==> config.mk <==
export PLATFORM = sky130hd
export DESIGN_NAME = dual_motor_ramp_pwm_top
export DESIGN_NICKNAME = d
export VERILOG_FILES = /design/src/sv/dmrp_pkg.sv /design/src/sv/dual_motor_ramp_pwm_top.sv /design/src/sv/dmrp_bridge.sv
export SDC_FILE = /design/constraint.sdc
export NUM_CORES = 2
export LEC_CHECK = 0
export BUFFER_PORTS_ARGS = -buffer_cell sky130_fd_sc_hd__buf_4
export CORE_UTILIZATION = 63
export CTS_CLUSTER_DIAMETER = 40
export DETAILED_ROUTE_END_ITERATION = 8
export MAX_ROUTING_LAYER = met4
export PLACE_DENSITY = 0.83
export RECOVER_POWER = 25
export SETUP_SLACK_MARGIN = 0.02
export SLEW_MARGIN = 20
export SYNTH_ARGS = -nofsm -noshare
export SYNTH_HDL_FRONTEND = slang
export SYNTH_SLANG_ARGS = --single-unit
==> constraint.sdc <==
create_clock -name clk -period 16.7 [get_ports clk]
set_input_delay 2.505 -clock clk [delete_from_list [all_inputs] [get_ports clk]]
set_output_delay 2.505 -clock clk [all_outputs]
set_load 0.02 [all_outputs]
==> src/sv/dmrp_pkg.sv <==
// shared constants, codes and channel types for the dual motor ramp pwm block
package dmrp_pkg;

  localparam int DUTY_BITS = 20;
  localparam int DUTY_W    = 20;
  localparam int MD_W      = (DUTY_BITS < DUTY_W) ? DUTY_BITS : DUTY_W;
  localparam int SPEED_W   = 16;
  localparam int MAG_W     = 15;
  localparam int STEP_W    = 15;
  localparam int Q_SHIFT   = 14;
  localparam int PROD_W    = MAG_W + MD_W;
  localparam int CFG_W     = 20;
  localparam int CFG_IDX_W = 2;

  localparam logic signed [SPEED_W-1:0] Q_ONE     = 16'sd16384;
  localparam logic signed [SPEED_W-1:0] Q_NEG_ONE = -16'sd16384;
  localparam logic [MD_W-1:0]           DUTY_SCALE_RST = MD_W'(8191);

  localparam logic [1:0] FUNC_SET  = 2'd0;
  localparam logic [1:0] FUNC_TICK = 2'd1;
  localparam logic [1:0] FUNC_STOP = 2'd2;

  localparam logic [CFG_IDX_W-1:0] CFG_RAMP_STEP    = 2'd0;
  localparam logic [CFG_IDX_W-1:0] CFG_DUTY_SCALE   = 2'd1;
  localparam logic [CFG_IDX_W-1:0] CFG_INVERT_LEFT  = 2'd2;
  localparam logic [CFG_IDX_W-1:0] CFG_INVERT_RIGHT = 2'd3;

  typedef struct packed {
    logic [1:0]                func;
    logic signed [SPEED_W-1:0] left_target;
    logic signed [SPEED_W-1:0] right_target;
  } in_t;

  typedef struct packed {
    logic [DUTY_W-1:0] left_forward_duty;
    logic [DUTY_W-1:0] left_reverse_duty;
    logic [DUTY_W-1:0] right_forward_duty;
    logic [DUTY_W-1:0] right_reverse_duty;
  } out_t;

endpackage

==> src/sv/dual_motor_ramp_pwm_top.sv <==
// dual motor speed ramp with h-bridge pwm duty split
// path: a tick or stop request goes through the input register, the ramp register and the output register to out
// throughput: one request per cycle while in_stall is low; set requests give no result
// stages: input register, ramp/state update, multiply into output register
// reset: synchronous active low; speeds and goals clear to zero, ramp_step 0,
// duty scale 8191, inversion off
module dual_motor_ramp_pwm_top import dmrp_pkg::*; (
  input  logic                 clk,
  input  logic                 rst_n,
  input  logic                 in_valid,
  output logic                 in_stall,
  input  in_t                  in_data,
  output logic                 out_valid,
  input  logic                 out_stall,
  output out_t                 out_data,
  input  logic                 cfg_we,
  input  logic [CFG_IDX_W-1:0] cfg_idx,
  input  logic [CFG_W-1:0]     cfg_wdata
);

  function automatic logic signed [SPEED_W-1:0] clamp_q(input logic signed [SPEED_W-1:0] v);
    logic signed [SPEED_W-1:0] r;
    if (v > Q_ONE) begin
      r = Q_ONE;
    end else if (v < Q_NEG_ONE) begin
      r = Q_NEG_ONE;
    end else begin
      r = v;
    end
    return r;
  endfunction

  function automatic logic signed [SPEED_W-1:0] ramp_next(
    input logic signed [SPEED_W-1:0] now,
    input logic signed [SPEED_W-1:0] goal,
    input logic [STEP_W-1:0]         step
  );
    logic signed [SPEED_W:0] diff;
    logic [SPEED_W:0]        gap;
    logic [SPEED_W:0]        moved;
    logic signed [SPEED_W-1:0] r;
    diff  = {goal[SPEED_W-1], goal} - {now[SPEED_W-1], now};
    gap   = diff[SPEED_W] ? (~diff + 17'd1) : diff;
    moved = diff[SPEED_W] ? ({now[SPEED_W-1], now} - {2'b00, step})
                          : ({now[SPEED_W-1], now} + {2'b00, step});
    if ((step == '0) || (gap <= {2'b00, step})) begin
      r = goal;
    end else begin
      r = moved[SPEED_W-1:0];
    end
    return r;
  endfunction

  // configuration
  logic [STEP_W-1:0] ramp_step_r;
  logic [MD_W-1:0]   duty_scale_r;
  logic              invert_left_r;
  logic              invert_right_r;

  // motor state
  logic signed [SPEED_W-1:0] left_now_r, left_now_nxt;
  logic signed [SPEED_W-1:0] right_now_r, right_now_nxt;
  logic signed [SPEED_W-1:0] left_goal_r, left_goal_nxt;
  logic signed [SPEED_W-1:0] right_goal_r, right_goal_nxt;

  // pipeline
  logic                      a_vld_r, a_vld_nxt;
  in_t                       a_data_r;
  logic                      b_vld_r, b_vld_nxt;
  logic signed [SPEED_W-1:0] b_left_r, b_left_nxt;
  logic signed [SPEED_W-1:0] b_right_r, b_right_nxt;
  logic                      o_vld_r, o_vld_nxt;
  out_t                      o_data_r, o_data_nxt;

  logic in_take;
  logic a_has_result;
  logic a_go;
  logic b_free;
  logic b_load;
  logic o_adv;
  logic b_go;
  logic signed [SPEED_W-1:0] left_ramped;
  logic signed [SPEED_W-1:0] right_ramped;

  assign o_adv   = !o_vld_r || !out_stall;
  assign b_go    = b_vld_r && o_adv;
  assign b_free  = !b_vld_r || o_adv;

  assign a_has_result = (a_data_r.func == FUNC_TICK) || (a_data_r.func == FUNC_STOP);
  assign a_go         = a_vld_r && (!a_has_result || b_free);
  assign b_load       = a_go && a_has_result;

  assign in_stall = a_vld_r && !a_go;
  assign in_take  = in_valid && !in_stall;

  assign left_ramped  = ramp_next(left_now_r, left_goal_r, ramp_step_r);
  assign right_ramped = ramp_next(right_now_r, right_goal_r, ramp_step_r);

  // state update as the request leaves the input register
  always_comb begin
    left_now_nxt   = left_now_r;
    right_now_nxt  = right_now_r;
    left_goal_nxt  = left_goal_r;
    right_goal_nxt = right_goal_r;
    b_left_nxt     = b_left_r;
    b_right_nxt    = b_right_r;
    if (a_go) begin
      unique case (a_data_r.func)
        FUNC_SET: begin
          left_goal_nxt  = clamp_q(a_data_r.left_target);
          right_goal_nxt = clamp_q(a_data_r.right_target);
        end
        FUNC_TICK: begin
          left_now_nxt  = left_ramped;
          right_now_nxt = right_ramped;
          b_left_nxt    = left_ramped;
          b_right_nxt   = right_ramped;
        end
        FUNC_STOP: begin
          left_now_nxt   = '0;
          right_now_nxt  = '0;
          left_goal_nxt  = '0;
          right_goal_nxt = '0;
          b_left_nxt     = '0;
          b_right_nxt    = '0;
        end
        default: begin
        end
      endcase
    end
  end

  dmrp_bridge u_bridge_left (
    .speed      (b_left_r),
    .invert     (invert_left_r),
    .duty_scale (duty_scale_r),
    .fwd_duty   (o_data_nxt.left_forward_duty),
    .rev_duty   (o_data_nxt.left_reverse_duty)
  );

  dmrp_bridge u_bridge_right (
    .speed      (b_right_r),
    .invert     (invert_right_r),
    .duty_scale (duty_scale_r),
    .fwd_duty   (o_data_nxt.right_forward_duty),
    .rev_duty   (o_data_nxt.right_reverse_duty)
  );

  always_comb begin
    a_vld_nxt = a_vld_r;
    if (in_take) begin
      a_vld_nxt = 1'b1;
    end else if (a_go) begin
      a_vld_nxt = 1'b0;
    end
    b_vld_nxt = b_vld_r;
    if (b_load) begin
      b_vld_nxt = 1'b1;
    end else if (b_go) begin
      b_vld_nxt = 1'b0;
    end
    o_vld_nxt = o_vld_r;
    if (b_go) begin
      o_vld_nxt = 1'b1;
    end else if (!out_stall) begin
      o_vld_nxt = 1'b0;
    end
  end

  always_ff @(posedge clk) begin
    if (!rst_n) begin
      a_vld_r        <= 1'b0;
      b_vld_r        <= 1'b0;
      o_vld_r        <= 1'b0;
      left_now_r     <= '0;
      right_now_r    <= '0;
      left_goal_r    <= '0;
      right_goal_r   <= '0;
      ramp_step_r    <= '0;
      duty_scale_r   <= DUTY_SCALE_RST;
      invert_left_r  <= 1'b0;
      invert_right_r <= 1'b0;
    end else begin
      a_vld_r      <= a_vld_nxt;
      b_vld_r      <= b_vld_nxt;
      o_vld_r      <= o_vld_nxt;
      left_now_r   <= left_now_nxt;
      right_now_r  <= right_now_nxt;
      left_goal_r  <= left_goal_nxt;
      right_goal_r <= right_goal_nxt;
      if (cfg_we) begin
        unique case (cfg_idx)
          CFG_RAMP_STEP:    ramp_step_r    <= cfg_wdata[STEP_W-1:0];
          CFG_DUTY_SCALE:   duty_scale_r   <= cfg_wdata[MD_W-1:0];
          CFG_INVERT_LEFT:  invert_left_r  <= cfg_wdata[0];
          CFG_INVERT_RIGHT: invert_right_r <= cfg_wdata[0];
          default: begin
          end
        endcase
      end
    end
  end

  // payload registers
  always_ff @(posedge clk) begin
    if (in_take) begin
      a_data_r <= in_data;
    end
    b_left_r  <= b_left_nxt;
    b_right_r <= b_right_nxt;
    if (b_go) begin
      o_data_r <= o_data_nxt;
    end
  end

  assign out_valid = o_vld_r;
  assign out_data  = o_data_r;

endmodule

==> src/sv/dmrp_bridge.sv <==
// h-bridge split of one motor speed into forward and reverse duty counts
module dmrp_bridge import dmrp_pkg::*; (
  input  logic signed [SPEED_W-1:0] speed,
  input  logic                      invert,
  input  logic [MD_W-1:0]           duty_scale,
  output logic [DUTY_W-1:0]         fwd_duty,
  output logic [DUTY_W-1:0]         rev_duty
);

  logic [SPEED_W-1:0] mag_full;
  logic [MAG_W-1:0]   mag;
  logic [PROD_W-1:0]  prod;
  logic [DUTY_W-1:0]  duty;
  logic               drive_rev;

  // speed is within +-1.0, so the magnitude fits in 15 bits
  assign mag_full = speed[SPEED_W-1] ? (~speed + 16'd1) : speed;
  assign mag      = mag_full[MAG_W-1:0];
  assign prod     = PROD_W'(mag) * PROD_W'(duty_scale);
  assign duty     = DUTY_W'(prod[Q_SHIFT +: MD_W]);

  // inversion flips the sign without needing a negate
  assign drive_rev = invert ? ((speed != '0) && !speed[SPEED_W-1]) : speed[SPEED_W-1];

  assign fwd_duty = drive_rev ? '0 : duty;
  assign rev_duty = drive_rev ? duty : '0;

endmodule
# Word-level counts from Yosys, hierarchy flattened
# Index checks and enable logic that the tools add are counted.
totals:
  register_bits: 250
  latch_bits: 0
  ram_bits: 0
  rom_bits: 0
  in_bits: 61
  output_inout_bits: 82
  word_cells: 108
  mem_count: 0
op_classes:
  n_addsub: 10
  mul: 2
  n_div: 0
  n_lt_le_gt_ge: 6
  eq_ne: 6
  shift: 0
  n_mux: 24
  bitwise_logic: 4
  reduce_logical: 36
ops:
  columns: ["operator", "count"]
  rows:
  - ["$mux W16", 8]
  - ["$pmux W16 S2", 4]
  - ["$mul A15 B20 Y34", 2]
  - ["$add A17 B1 Y17 const B", 2]
  - ["$le A17 B15 Y1", 2]
  - ["$mux W17", 2]
  - ["$not A17 Y17", 2]
  - ["$sub A16 B16 Y17", 2]
  - ["$add A16 B16 Y16", 2]
  - ["$gt A16 B16 Y1 const B", 2]
  - ["$lt A16 B15 Y1 const B", 2]
  - ["$reduce_bool A16 Y1", 2]
  - ["$sub A16 B16 Y16", 2]
  - ["$add A15 B1 Y15 const B", 2]
  - ["$mux W15", 2]
  - ["$not A15 Y15", 2]
  - ["$logic_not A15 Y1", 1]
  - ["$reduce_and A2 Y1", 6]
  - ["$logic_not A1 Y1", 8]
  - ["$mux W1", 8]
  - ["$reduce_bool A2 Y1", 4]
  - ["$logic_and A1 B1 Y1", 7]
  - ["$eq A2 B2 Y1 const B", 3]
  - ["$logic_or A1 B1 Y1", 6]
  - ["other kinds (3)", 5]

# Longest topological paths before layout
depth:
  depth_word: 10
  depth_mapped: 32
  ltp_nobuf: 30

# By module
# Synthesis repeated with hierarchy kept, for this count alone.
hier_totals:
  cells_unflattened: 3749
  area_unflattened_um2: 33669.8
modules_own_cells:
  columns: ["module", "instances", "cells_each", "area_per_inst_um2", "seq_area_each_um2"]
  rows:
  - ["dual_motor_ramp_pwm_top", 1, 1472, 14261.2, 6466.2]
  - ["dmrp_bridge (u_bridge_right)", 1, 1138, 9725.6, 0.0]
  - ["dmrp_bridge (u_bridge_left)", 1, 1139, 9683.0, 0.0]

# Least setup slack after synthesis
# Ideal clock, no wire load.
synth_timing:
  kind: "in2reg"
  startpoint: "input port out_stall"
  endpoint: "register o_data_r (netlist bit out_data[0]) (enable)"
  setup_time_ps: 640
  t_arrival_ps: 8320
  required_ps: 16060
  path_slack_ps: 7741
  stages: 1
  path_buffers: 0
  path_cell_list: "a21boi_0"
synth_between:
  elab_chain_cells: 3
synth_rtl:
  columns: ["item", "line_no", "rtl"]
  rows:
  - ["start, declared", "dual_motor_ramp_pwm_top.sv:14", "input logic out_stall,"]
  - ["$logic_not A1 Y1", null, null]
  - ["$logic_or A1 B1 Y1", "dual_motor_ramp_pwm_top.sv:85", "assign o_adv = !o_vld_r || !out_stall;"]
  - ["$logic_and A1 B1 Y1", "dual_motor_ramp_pwm_top.sv:86", "assign b_go = b_vld_r && o_adv;"]
  - ["end signal, assigned", "dual_motor_ramp_pwm_top.sv:212", "o_data_r <= o_data_nxt;"]
  - ["end, declared", "dual_motor_ramp_pwm_top.sv:73", "out_t o_data_r, o_data_nxt;"]
# Every way passes these cells.
# A chain may end at the register's enable or synchronous reset.

# Final worst setup path
layout_timing:
  startpoint: "register b_left_r[0]"
  endpoint: "register o_data_r (netlist bit out_data[59]) (data pin)"
layout_between:
  elab_chain_cells: 4
  word_cells_on_any_way: 7
  cone_classes: "1 x add/sub; 1 x mul; 2 x mux; 1 x bitwise; 2 x reduce/logical"
layout_rtl:
  columns: ["item", "line_no", "rtl"]
  rows:
  - ["start, declared", "dual_motor_ramp_pwm_top.sv:70", "logic signed [SPEED_W-1:0] b_left_r, b_left_nxt;"]
  - ["start signal, assigned", "dual_motor_ramp_pwm_top.sv:209", "b_left_r <= b_left_nxt;"]
  - ["$not A15 Y15", "dmrp_bridge.sv:17", "assign mag_full = speed[SPEED_W-1] ? (~speed + 16'd1) : speed;"]
  - ["$add A15 B1 Y15", "dmrp_bridge.sv:17", null]
  - ["$mux W15", "dmrp_bridge.sv:17", null]
  - ["$mul A15 B20 Y34", "dmrp_bridge.sv:19", "assign prod = PROD_W'(mag) * PROD_W'(duty_scale);"]
# Several ways; a longest one is shown, not always the timed one.

==> insert_results.sql <==
INSERT INTO impl_metrics (metric_group, metric, value, unit) VALUES
('cts', 'number_of_gates_resized_after_cts', '0', ''),
('drt', 'dr.first_iter.drc_count', '1761', ''),
('status', 'violations_in_the_final_reports', 'capacitance limit, slew limit', ''),
('place', 'hpwl', '61.1', 'mm'),
('cts', 'cts_htree_levels', '2', ''),
('setup_path', 'crit_arrival', '9.92', 'ns'),
('setup_path', 'worst_r2r_path_depth', '28', ''),
('cts', 'post-cts-setup-buffer-count', '0', ''),
('job', 'cap_viol_max_count', '2', ''),
('sta', 'clock.fmax', '105', 'MHz'),
('drt', 'route.antenna.remaining_nets', '0', ''),
('die', 'chipWidth', '231', 'um'),
('synthesis', 'synthesis.area', '33100', 'um^2'),
('worst_hold_path', 'hold_depth', '2', ''),
('place', 'placedInstanceArea', '34800', 'um^2'),
('final_layout', 'syn2layout_area_growth', '9.26', '%'),
('final_layout', 'antenna-diode-count', '0', ''),
('global_routing', 'first_global_vias', '26400', ''),
('synthesis', 'asr_flop_ratio_synth', '0', '%'),
('synthesis', 'post-synth-top-area-fraction', '28.0', '%'),
('sta', 'setup_tns', '0', 'ns'),
('sta', 'unrepaired_setup_endpoints_after_global_routing', 'false', ''),
('setup_path', 'data_required_time_of_the_worst_path', '17.12', 'ns'),
('synthesis', 'synth_edf_count', '146', ''),
('place', 'gp_congestion', '0.964', ''),
('global_routing', 'global_route_total_usage_across_every_layer', '31.8', '%'),
('place', 'numPlacedInstances', '4360', ''),
('setup_path', 'critical_path.startpoint_type', 'register', ''),
('cts', 'clock_insertion_delay_worst_skew', '0.59', 'ns'),
('sta', 'skew', '0.0360', 'ns'),
('synthesis', 'syn-instance-count', '3668', ''),
('synthesis', 'yosys-top-cells-area', 'sky130_fd_sc_hd__fa_1 28%, sky130_fd_sc_hd__edfxtp_1 13%, sky130_fd_sc_hd__ha_1 11%', ''),
('sta', 'final_max_slew_viol_count', '110', ''),
('sta', 'setup_viol', '0', ''),
('synthesis', 'synth_top_cell_by_area', 'sky130_fd_sc_hd__fa_1', ''),
('sta', 'setup_slack', '7.20', 'ns'),
('place', 'numPortBuffers', '142', ''),
('setup_path', 'path_max_fanout', '21', ''),
('sta', 'hold_violations', '0', ''),
('global_routing', 'initial_antenna_violation_count', '0', ''),
('final_layout', 'finish.net_count', '4530', ''),
('synthesis', 'yosys-top-cells-count', '579 x sky130_fd_sc_hd__inv_1, 476 x sky130_fd_sc_hd__nand2_1, 464 x sky130_fd_sc_hd__fa_1', ''),
('die', 'die_ar', '53500', 'um^2'),
('die', 'initial_utilization', '64.2', '%'),
('global_routing', 'grt_first_pass_wirelength', '131', 'mm'),
('drt', 'vias_per_cell', '5.74', ''),
('drt', 'drc', '0', ''),
('sta', 'period_share', '56.9', '%'),
('cts', 'clock_pin_slew_on_the_worst_setup_and_hold_paths', '0.07', 'ns'),
('worst_hold_path', 'timing.hold.worst.start', 'left_now_r[15]', ''),
('synthesis', 'netlist-cell-type-count', '80', ''),
('cts', 'numClockSinks', '250', ''),
('status', 'run_status', 'finished, violations left', ''),
('sta', 'relSlewSlack', '-96.8', '%'),
('setup_path', 'critPathKind', 'reg -> reg', ''),
('synthesis', 'yosys.cell_count.top_type', 'sky130_fd_sc_hd__inv_1', ''),
('drt', 'wl', '79.7', 'mm'),
('global_routing', 'largest_net_degree_at_the_start_of_global_routing', '75', ''),
('sta', 'worst-slew-pin-transition', '2.95', 'ns'),
('final_layout', 'post_layout_nonfiller_instances', '4434', ''),
('cts', 'cts-root-to-sink-buffers', '3', ''),
('drt', 'drt_first_pass_iters', '6', ''),
('die', 'core_area', '51600', 'um^2'),
('final_layout', 'finalInstanceArea', '36200', 'um^2'),
('global_routing', 'grt_remaining_overflow', '0', ''),
('worst_hold_path', 'min_path_type', 'reg -> reg', ''),
('synthesis', 'synth_flop_cell', 'sky130_fd_sc_hd__edfxtp_1', ''),
('drt', 'wl_per_cell', '18.0', 'um'),
('setup_path', 'timing.reg2reg.setup_slack', '7.20', 'ns'),
('setup_path', 'worstPathBufferInverterCount', '4', ''),
('setup_path', 'crit_path_max_incr_delay', '0.75', 'ns');
-- area by class of cell --
type                    count  area [um^2]
clock buffers              46         1050
clock inverters            28          352
fillers                  3893        15400
inverters                 579         2170
multi-input cells        2652        23800
flip-flops and latches    250         6470
well taps                 680          851
repair buffers            199         1480
-- metal layers --
metal / vias up / wire [um] / global-route usage, %
met3: 267 / 5270 / 3.38
li1: 11800 / - / -
met5: - / 0 / -
met2: 1009 / 38600 / 52.5
met4: 0 / 4630 / 17.4
met1: 12400 / 31100 / 38.2
-- kinds of logic after synthesis --
kind of cell	count (synthesis)	share of synthesized area, %
DFF	250	19.5
adders and majority gates	747	38.7
and+or+nand+nor	1275	18.8
AOI/OAI and AO/OA	419	8.41
buffers and inverters	766	8.76
muxes	46	1.41
xor gates and xnor gates	165	4.42
-- cells in the final DEF (no fill, tap or decap), types with 7 or more instances in the layout --
| cell | count |
|---|---|
| sky130_fd_sc_hd__inv_1 | 579 |
| sky130_fd_sc_hd__nand2_1 | 476 |
| sky130_fd_sc_hd__fa_1 | 464 |
| sky130_fd_sc_hd__ha_1 | 283 |
| sky130_fd_sc_hd__and2_1 | 229 |
| sky130_fd_sc_hd__nor2_1 | 220 |
| sky130_fd_sc_hd__buf_4 | 161 |
| sky130_fd_sc_hd__edfxtp_1 | 146 |
| sky130_fd_sc_hd__xnor2_1 | 138 |
| sky130_fd_sc_hd__nor2b_1 | 127 |
| sky130_fd_sc_hd__dfxtp_1 | 104 |
| sky130_fd_sc_hd__a21oi_1 | 94 |
| sky130_fd_sc_hd__o21ai_0 | 60 |
| sky130_fd_sc_hd__nand3_1 | 48 |
| sky130_fd_sc_hd__clkbuf_16 | 41 |
| sky130_fd_sc_hd__nor3_1 | 39 |
| sky130_fd_sc_hd__mux2i_1 | 39 |
| sky130_fd_sc_hd__a21o_1 | 36 |
| sky130_fd_sc_hd__o21ai_1 | 35 |
| sky130_fd_sc_hd__clkbuf_4 | 34 |
| sky130_fd_sc_hd__a22oi_1 | 30 |
| sky130_fd_sc_hd__a21boi_0 | 28 |
| sky130_fd_sc_hd__nand2b_1 | 25 |
| sky130_fd_sc_hd__o21a_1 | 24 |
| sky130_fd_sc_hd__xor2_1 | 24 |
| sky130_fd_sc_hd__and3_1 | 22 |
| sky130_fd_sc_hd__nand4_1 | 20 |
| sky130_fd_sc_hd__o31ai_1 | 17 |
| sky130_fd_sc_hd__nor4_1 | 13 |
| sky130_fd_sc_hd__a31oi_1 | 12 |
| sky130_fd_sc_hd__o211ai_1 | 11 |
| sky130_fd_sc_hd__or3_1 | 11 |
| sky130_fd_sc_hd__a211oi_1 | 10 |
| sky130_fd_sc_hd__and4_1 | 8 |
| sky130_fd_sc_hd__clkbuf_1 | 8 |
| sky130_fd_sc_hd__a2111oi_0 | 7 |
-- flip-flops by register name (all words and copies together), names as in the netlist --
| register | flops |
|---|---|
| a_data_r | 34 |
| b_left_r | 16 |
| right_now_r | 16 |
| left_now_r | 16 |
| ramp_step_r | 15 |
| duty_scale_r | 20 |
| left_goal_r | 16 |
| right_goal_r | 16 |
| b_right_r | 16 |
| a_vld_r | 1 |
| invert_left_r | 1 |
| b_vld_r | 1 |
| out_data | 80 |
| out_valid | 1 |
| invert_right_r | 1 |
-- tightest hold or removal path: stages, from the launching register on --
cell	delay, ns
sky130_fd_sc_hd__dfxtp_1	0.31
sky130_fd_sc_hd__nand2_1	0.05
sky130_fd_sc_hd__o21ai_1	0.05
-- worst max path at each step --
stage,slack [ns],to,from,depth (start not counted)
5_1_grt,6.78,out_data[59],b_left_r[0],29
2_1_floorplan,7.74,out_data[0],out_stall,1
6_report,7.20,out_data[59],b_left_r[0],28
4_1_cts,7.32,out_data[59],b_left_r[0],29
3_5_place_dp,7.42,out_data[59],b_left_r[0],29
3_3_place_gp,7.77,out_data[59],b_left_r[0],29
-- per-stage QoR --
stage | hold WS (ns) | util, %
after floorplan | 0.430 | -
after global placement | 0.436 | 67.4
after detailed placement | 0.450 | 67.4
after CTS | 0.457 | 70.2
after global routing | 0.491 | 70.1
final | 0.457 | 70.1
Power is left out: the tool's default activity adds up to more than one toggle a clock period on the data nets, which glitch-free logic cannot reach.
